## config.mk

```make
export PLATFORM = sky130hd
export DESIGN_NAME = spi_master_byte_engine
export DESIGN_NICKNAME = d
export VERILOG_FILES = /design/src/hdl/spi_mbe_pkg.sv /design/src/hdl/spi_master_byte_engine.sv
export SDC_FILE = /design/constraint.sdc
export NUM_CORES = 1
export LEC_CHECK = 0
export BUFFER_PORTS_ARGS = -buffer_cell sky130_fd_sc_hd__buf_2
export CAP_MARGIN = 0
export CELL_PAD_IN_SITES_DETAIL_PLACEMENT = 1
export CELL_PAD_IN_SITES_GLOBAL_PLACEMENT = 1
export CORE_MARGIN = 4
export CORE_UTILIZATION = 38
export CTS_CLUSTER_DIAMETER = 60
export DETAILED_ROUTE_END_ITERATION = 6
export GPL_TIMING_DRIVEN = 0
export PLACE_DENSITY_LB_ADDON = 0.1
export REMOVE_ABC_BUFFERS = 1
export SYNTH_ARGS = -nofsm -noshare
export SYNTH_HDL_FRONTEND = slang
export SYNTH_SLANG_ARGS = --single-unit
```

## constraint.sdc

```tcl
create_clock -name i_clk -period 3.79 [get_ports i_clk]
set_input_delay 0.1895 -clock i_clk [delete_from_list [all_inputs] [get_ports i_clk]]
set_output_delay 0.1895 -clock i_clk [all_outputs]
set_load 0.02 [all_outputs]
```

## src/hdl/spi_mbe_pkg.sv

```systemverilog
// ----------------------------------------------------------------------------
// SPI master byte engine package
// Operation codes, register indexes and limits shared by the engine and its
// checker.
// ----------------------------------------------------------------------------
package spi_mbe_pkg;

    localparam int NUM_DEVICES = 4;
    localparam int DEV_W       = 3;
    localparam int HOLD_W      = 8;
    localparam int DATA_W      = 8;
    localparam int BIT_CNT_W   = 3;
    localparam int CFG_IDX_W   = 1;

    localparam logic [HOLD_W-1:0] MIN_HOLD   = HOLD_W'(10);
    localparam logic [HOLD_W-1:0] RESET_HOLD = HOLD_W'(10);

    typedef enum logic [1:0] {
        OP_IDLE   = 2'd0,
        OP_WRITE  = 2'd1,
        OP_READ   = 2'd2,
        OP_SELECT = 2'd3
    } t_op;

    typedef enum logic [CFG_IDX_W-1:0] {
        REG_HOLD_TIME        = 1'b0,
        REG_SAMPLE_ON_RISING = 1'b1
    } t_reg_idx;

endpackage

```

## src/hdl/spi_master_byte_engine.sv

```systemverilog
// ----------------------------------------------------------------------------
// SPI master byte engine
// Bit-serial SPI master moving one byte at a time, MSB first, paced by one
// input word per microsecond tick.
//
//   channel  | direction | handshake                  | payload
//   ---------+-----------+----------------------------+----------------------
//   input    | in        | i_in_valid / o_in_stall    | tick and command
//   output   | out       | o_out_valid / i_out_stall  | line levels and status
//   config   | in        | i_cfg_we                   | index and data
//
// Each input word updates the state at the accepting edge, and its result
// word sits in the output register on the next cycle.
// A new word is taken every cycle unless a waiting result is stalled.
// Reset is synchronous and returns the engine to idle with no device selected.
// ----------------------------------------------------------------------------
module spi_master_byte_engine
    import spi_mbe_pkg::*;
(
    input  logic                 i_clk,
    input  logic                 i_rst_n,

    input  logic                 i_in_valid,
    output logic                 o_in_stall,
    input  logic [1:0]           i_operation,
    input  logic [DATA_W-1:0]    i_write_data,
    input  logic [DEV_W-1:0]     i_device_number,
    input  logic                 i_sdo_level,

    output logic                 o_out_valid,
    input  logic                 i_out_stall,
    output logic                 o_sclk,
    output logic                 o_sdi,
    output logic [NUM_DEVICES-1:0] o_chip_selects,
    output logic                 o_busy_res,
    output logic [DATA_W-1:0]    o_read_data,
    output logic                 o_read_done,
    output logic                 o_select_ok,
    output logic [DEV_W-1:0]     o_selected_device,

    input  logic                 i_cfg_we,
    input  logic [CFG_IDX_W-1:0] i_cfg_index,
    input  logic [HOLD_W-1:0]    i_cfg_data
);

    logic [HOLD_W-1:0]    r_hold_time;
    logic                 r_sample_on_rising;

    logic [DATA_W-1:0]    r_shift_reg,      n_shift_reg;
    logic [BIT_CNT_W-1:0] r_bit_count,      n_bit_count;
    logic                 r_half_phase,     n_half_phase;
    logic [HOLD_W-1:0]    r_delay_count,    n_delay_count;
    t_op                  r_active_op,      n_active_op;
    logic                 r_clock_level,    n_clock_level;
    logic                 r_data_level,     n_data_level;
    logic [DEV_W-1:0]     r_current_device, n_current_device;
    logic [DATA_W-1:0]    r_last_read,      n_last_read;
    logic                 r_last_select_ok, n_last_select_ok;
    logic                 n_done;

    logic                 r_out_valid;
    logic                 r_sclk;
    logic                 r_sdi;
    logic [NUM_DEVICES-1:0] r_chip_selects, n_chip_selects;
    logic                 r_busy_res;
    logic [DATA_W-1:0]    r_read_data;
    logic                 r_read_done;
    logic                 r_select_ok;
    logic [DEV_W-1:0]     r_selected_device;

    logic                 in_accept;
    t_op                  in_op;

    assign o_in_stall = r_out_valid & i_out_stall;
    assign in_accept  = i_in_valid & ~o_in_stall;
    assign in_op      = t_op'(i_operation);

    always_comb begin
        n_shift_reg      = r_shift_reg;
        n_bit_count      = r_bit_count;
        n_half_phase     = r_half_phase;
        n_delay_count    = r_delay_count;
        n_active_op      = r_active_op;
        n_clock_level    = r_clock_level;
        n_data_level     = r_data_level;
        n_current_device = r_current_device;
        n_last_read      = r_last_read;
        n_last_select_ok = r_last_select_ok;
        n_done           = 1'b0;

        if (r_active_op == OP_IDLE) begin
            case (in_op)
                OP_WRITE: begin
                    n_active_op   = OP_WRITE;
                    n_shift_reg   = i_write_data;
                    n_bit_count   = '0;
                    n_data_level  = i_write_data[DATA_W-1];
                    n_half_phase  = 1'b0;
                    n_delay_count = r_hold_time;
                end
                OP_READ: begin
                    n_active_op   = OP_READ;
                    n_shift_reg   = '0;
                    n_bit_count   = '0;
                    n_clock_level = r_sample_on_rising;
                    n_half_phase  = 1'b0;
                    n_delay_count = r_hold_time;
                end
                OP_SELECT: begin
                    if (i_device_number <= DEV_W'(NUM_DEVICES)) begin
                        n_current_device = i_device_number;
                        n_last_select_ok = 1'b1;
                    end else begin
                        n_current_device = '0;
                        n_last_select_ok = 1'b0;
                    end
                end
                default: begin
                end
            endcase
        end else if (r_delay_count > HOLD_W'(1)) begin
            n_delay_count = r_delay_count - HOLD_W'(1);
        end else if (!r_half_phase) begin
            if (r_active_op == OP_READ) begin
                n_shift_reg   = {r_shift_reg[DATA_W-2:0], i_sdo_level};
                n_clock_level = ~r_sample_on_rising;
            end else begin
                n_clock_level = r_sample_on_rising;
            end
            n_half_phase  = 1'b1;
            n_delay_count = r_hold_time;
        end else begin
            if (r_active_op == OP_WRITE) begin
                n_clock_level = ~r_sample_on_rising;
                n_shift_reg   = {r_shift_reg[DATA_W-2:0], 1'b0};
            end
            if (r_bit_count == BIT_CNT_W'(DATA_W - 1)) begin
                if (r_active_op == OP_WRITE) begin
                    n_data_level = 1'b1;
                end else begin
                    n_last_read = r_shift_reg;
                    n_done      = 1'b1;
                end
                n_active_op   = OP_IDLE;
                n_bit_count   = '0;
                n_half_phase  = 1'b0;
                n_delay_count = '0;
            end else begin
                n_bit_count = r_bit_count + BIT_CNT_W'(1);
                if (r_active_op == OP_WRITE) begin
                    n_data_level = r_shift_reg[DATA_W-2];
                end else begin
                    n_clock_level = r_sample_on_rising;
                end
                n_half_phase  = 1'b0;
                n_delay_count = r_hold_time;
            end
        end
    end

    always_comb begin
        n_chip_selects = '0;
        for (int d = 1; d <= NUM_DEVICES; d++) begin
            if (n_current_device == DEV_W'(d)) begin
                n_chip_selects[d-1] = 1'b1;
            end
        end
    end

    always_ff @(posedge i_clk) begin
        if (!i_rst_n) begin
            r_hold_time        <= RESET_HOLD;
            r_sample_on_rising <= 1'b1;
        end else if (i_cfg_we) begin
            case (t_reg_idx'(i_cfg_index))
                REG_HOLD_TIME: begin
                    if (i_cfg_data >= MIN_HOLD) begin
                        r_hold_time <= i_cfg_data;
                    end
                end
                REG_SAMPLE_ON_RISING: begin
                    r_sample_on_rising <= i_cfg_data[0];
                end
                default: begin
                end
            endcase
        end
    end

    always_ff @(posedge i_clk) begin
        if (!i_rst_n) begin
            r_shift_reg      <= '0;
            r_bit_count      <= '0;
            r_half_phase     <= 1'b0;
            r_delay_count    <= '0;
            r_active_op      <= OP_IDLE;
            r_clock_level    <= 1'b0;
            r_data_level     <= 1'b1;
            r_current_device <= '0;
            r_last_read      <= '0;
            r_last_select_ok <= 1'b1;
            r_out_valid      <= 1'b0;
        end else begin
            if (in_accept) begin
                r_shift_reg      <= n_shift_reg;
                r_bit_count      <= n_bit_count;
                r_half_phase     <= n_half_phase;
                r_delay_count    <= n_delay_count;
                r_active_op      <= n_active_op;
                r_clock_level    <= n_clock_level;
                r_data_level     <= n_data_level;
                r_current_device <= n_current_device;
                r_last_read      <= n_last_read;
                r_last_select_ok <= n_last_select_ok;
                r_out_valid      <= 1'b1;
            end else if (!i_out_stall) begin
                r_out_valid <= 1'b0;
            end
        end
    end

    always_ff @(posedge i_clk) begin
        if (in_accept) begin
            r_sclk            <= n_clock_level;
            r_sdi             <= n_data_level;
            r_chip_selects    <= n_chip_selects;
            r_busy_res        <= (n_active_op != OP_IDLE);
            r_read_data       <= n_last_read;
            r_read_done       <= n_done;
            r_select_ok       <= n_last_select_ok;
            r_selected_device <= n_current_device;
        end
    end

    assign o_out_valid       = r_out_valid;
    assign o_sclk            = r_sclk;
    assign o_sdi             = r_sdi;
    assign o_chip_selects    = r_chip_selects;
    assign o_busy_res        = r_busy_res;
    assign o_read_data       = r_read_data;
    assign o_read_done       = r_read_done;
    assign o_select_ok       = r_select_ok;
    assign o_selected_device = r_selected_device;

endmodule

```

==> results.yml <==
clock_network:
  cts_setup_buffers: 0
  htree_levels: 3
  cts_hold_buf: 0
  clk_latency_ns: 0.35
  path_clk_slew_ns: 0.08
  root_buffer: "clkbuf_8"
  cts_sinks: 66
  clk_path_buf_depth: 2
  cts_tree: "built"
  cts_buffers: 9
  cts_resized: 0
route:
  drc: 0
  postRouteAntennaNets: 0
  finalWirelength_mm: 8.83
  post_drt_wl_per_cell_um: 18.1
  vias: 2815
  vias_per_cell: 5.77
  firstDrtPassIters: 4
  initialDrtViolationCount: 83
finish:
  n_antenna_cell: 0
  regArea_um2: 1520
  layout_common_cells: "49 x buf_2, 46 x dfxtp_1, 35 x a21oi_1, 21 x o21ai_0, 21 x nor2_1"
  final_cells: 488
  area_growth_pct: 14.3
  layout-drive-gt1-share_pct: 24.7
  multiInputGateArea_um2: 1690
  nets: 410
  final_common_cell: "buf_2"
  final_area_um2: 3870
  num-fill-cells: 1001
worst_setup_path:
  path_cells: "nor2_1 > a21oi_1 > o211ai_1 > o31ai_1"
  critPathKind: "register to register"
  cp-end-kind: "register"
  r2r_cells: 4
  cp_data_required_time_ns: 4.05
  crit_slowest_cell: "dfxtp_1"
  crit_path_start_kind: "register"
  cp.arrival_ns: 3.04
  critPathMaxStageDelay_ns: 0.89
  path_max_fanout: 20
logic_synthesis:
  syn_area_um2: 3380
  netlist_instances: 338
  synth_ff_type: "dfxtp_1"
  yosysWarnings: 0
  seq_area_frac_synth_pct: 45.0
  ys_types: 61
  yosysTopAreaCell: "dfxtp_1"
  synth.avg_cell_area_um2: 10.0
  synthTopCellsByArea: "dfxtp_1 27%, edfxtp_1 18%, a21oi_1 5.2%"
  yosysTopAreaCellShare_pct: 27.2
  synth-seq-cells: 66
  synth-edff-count: 20
  async_flop_share_pct: 0
sta:
  period_minus_slack_ns: 2.77
  hold_violations: 0
  fmax_ghz: 0.361
  setup_viol: 0
  skew_ns: 0.0114
  max_slew_margin_pct: 24.8
  finalCritPeriodShare_pct: 73.1
  final.setup.tns_ns: 0
  rsz0062_at_grt: "no"
  maxSlewViolCount: 0
  worst_slew_pin_slew_ns: 1.12
placement:
  place.gp.congestion: 0.807
  port_buffers: 49
  dp_cells: 472
  place_area_um2: 3630
  hpwl_mm: 6.07
run:
  maxCapViolCount: 0
floorplanning:
  initial_core_util_pct: 39.0
  fp.dieW_um: 102
  core_area_um2: 8680
  io_pins: 50
  rows: 34
  dieArea_um2: 10500
  fp.dieH_um: 102
global_routing:
  grt_pass1_wl_mm: 14.3
  overflow: 0
  antenna_found_initial: 0
  grt_max_degree: 39
  grt_pass1_vias: 2780
  track_usage_pct: 17.5
worst_hold_path:
  hp-class: "primary input to register"
  hold_depth: 2
power:
  power_density_nw_per_um2: 468
  leakage_uw: 0.00148
  vdd_drop_max_uv: 144
outcome:
  status: "finished, final reports clean"
[per-stage QoR]
stage	worst slack [ns]	util, %	total power, uW	hold slack, ns
after floorplan	1.75	-	1000	0.251
after global placement	1.05	41.8	1090	0.409
after detailed placement	0.985	41.8	1100	0.418
after CTS	0.963	44.6	1820	0.0521
after global routing	0.788	44.6	1890	0.0660
final	1.02	44.6	1810	0.0617
[kinds of logic (layout without fill, tap and decap cells)]
kind of cell    count (synthesis)  in the layout  share of synthesized area [%]
flops                          66             66                           45.0
buf+inv                        33             75                           5.18
simple gates                  101            101                           16.9
fa+ha+maj                       7              7                           2.59
compound gates                109            109                           22.6
mux                            22             22                           7.80
[final timing paths]
path	startpoint	to	slack [ns]
worst min register to register	r_last_select_ok	r_last_select_ok	0.47
worst max-delay path	r_active_op[1]	r_delay_count[5]	1.02
worst max register to register	r_active_op[1]	r_delay_count[5]	1.02
worst min-delay path	i_in_valid	o_out_valid	0.06
[critical path, delay by kind of cell, from the launching register on]
kind             cells  cell delay [ns]
AND/OR/NAND/NOR      1             0.42
AO/OA/AOI/OAI        3             1.38
flip-flops           1             0.89
[routing by layer]
layer  wire length (um)  global-route usage [%]
met5                  0                       0
met4                 69                    4.54
met3                359                    3.89
met1               4280                    24.2
met2               4120                    27.7
[synthesized netlist by cell type (2+ instances only)]
cell type / n
buf_6: 3
o211ai_1: 3
mux2_2: 3
a22o_1: 3
nor2_1: 21
nor4_1: 4
ha_1: 7
nand2_1: 16
a22oi_1: 3
a211oi_1: 6
dfxtp_1: 46
or2_2: 2
a21o_1: 2
inv_1: 8
nand4_1: 12
nor3_1: 9
o31ai_1: 2
nor2b_1: 4
buf_1: 2
a211oi_2: 5
o21ai_0: 21
buf_4: 3
buf_2: 6
edfxtp_1: 20
or3_1: 2
and2_1: 2
o22ai_1: 6
clkbuf_1: 8
nor3b_1: 11
mux2i_1: 11
a221oi_1: 3
mux2_4: 8
and4_1: 2
o21a_1: 4
a21oi_1: 35
a31oi_1: 5
nand3_1: 6
[report_power, final]
group | internal [uW] | total [uW] | switching (uW)
combinational | 102 | 279 | 177
clock | 436 | 725 | 289
sequential | 769 | 805 | 35.5
total | 1310 | 1810 | 502
[area by class of cell]
class | instances | area share (%)
Clock buffer | 9 | 3.20
Timing Repair Buffer | 49 | 6.34
Sequential cell | 66 | 39.3
Clock inverter | 7 | 3.04
Multi-Input combinational cell | 239 | 43.6
Inverter | 10 | 0.970
Tap cell | 108 | 3.49
Power figures use the tool's default switching activity.
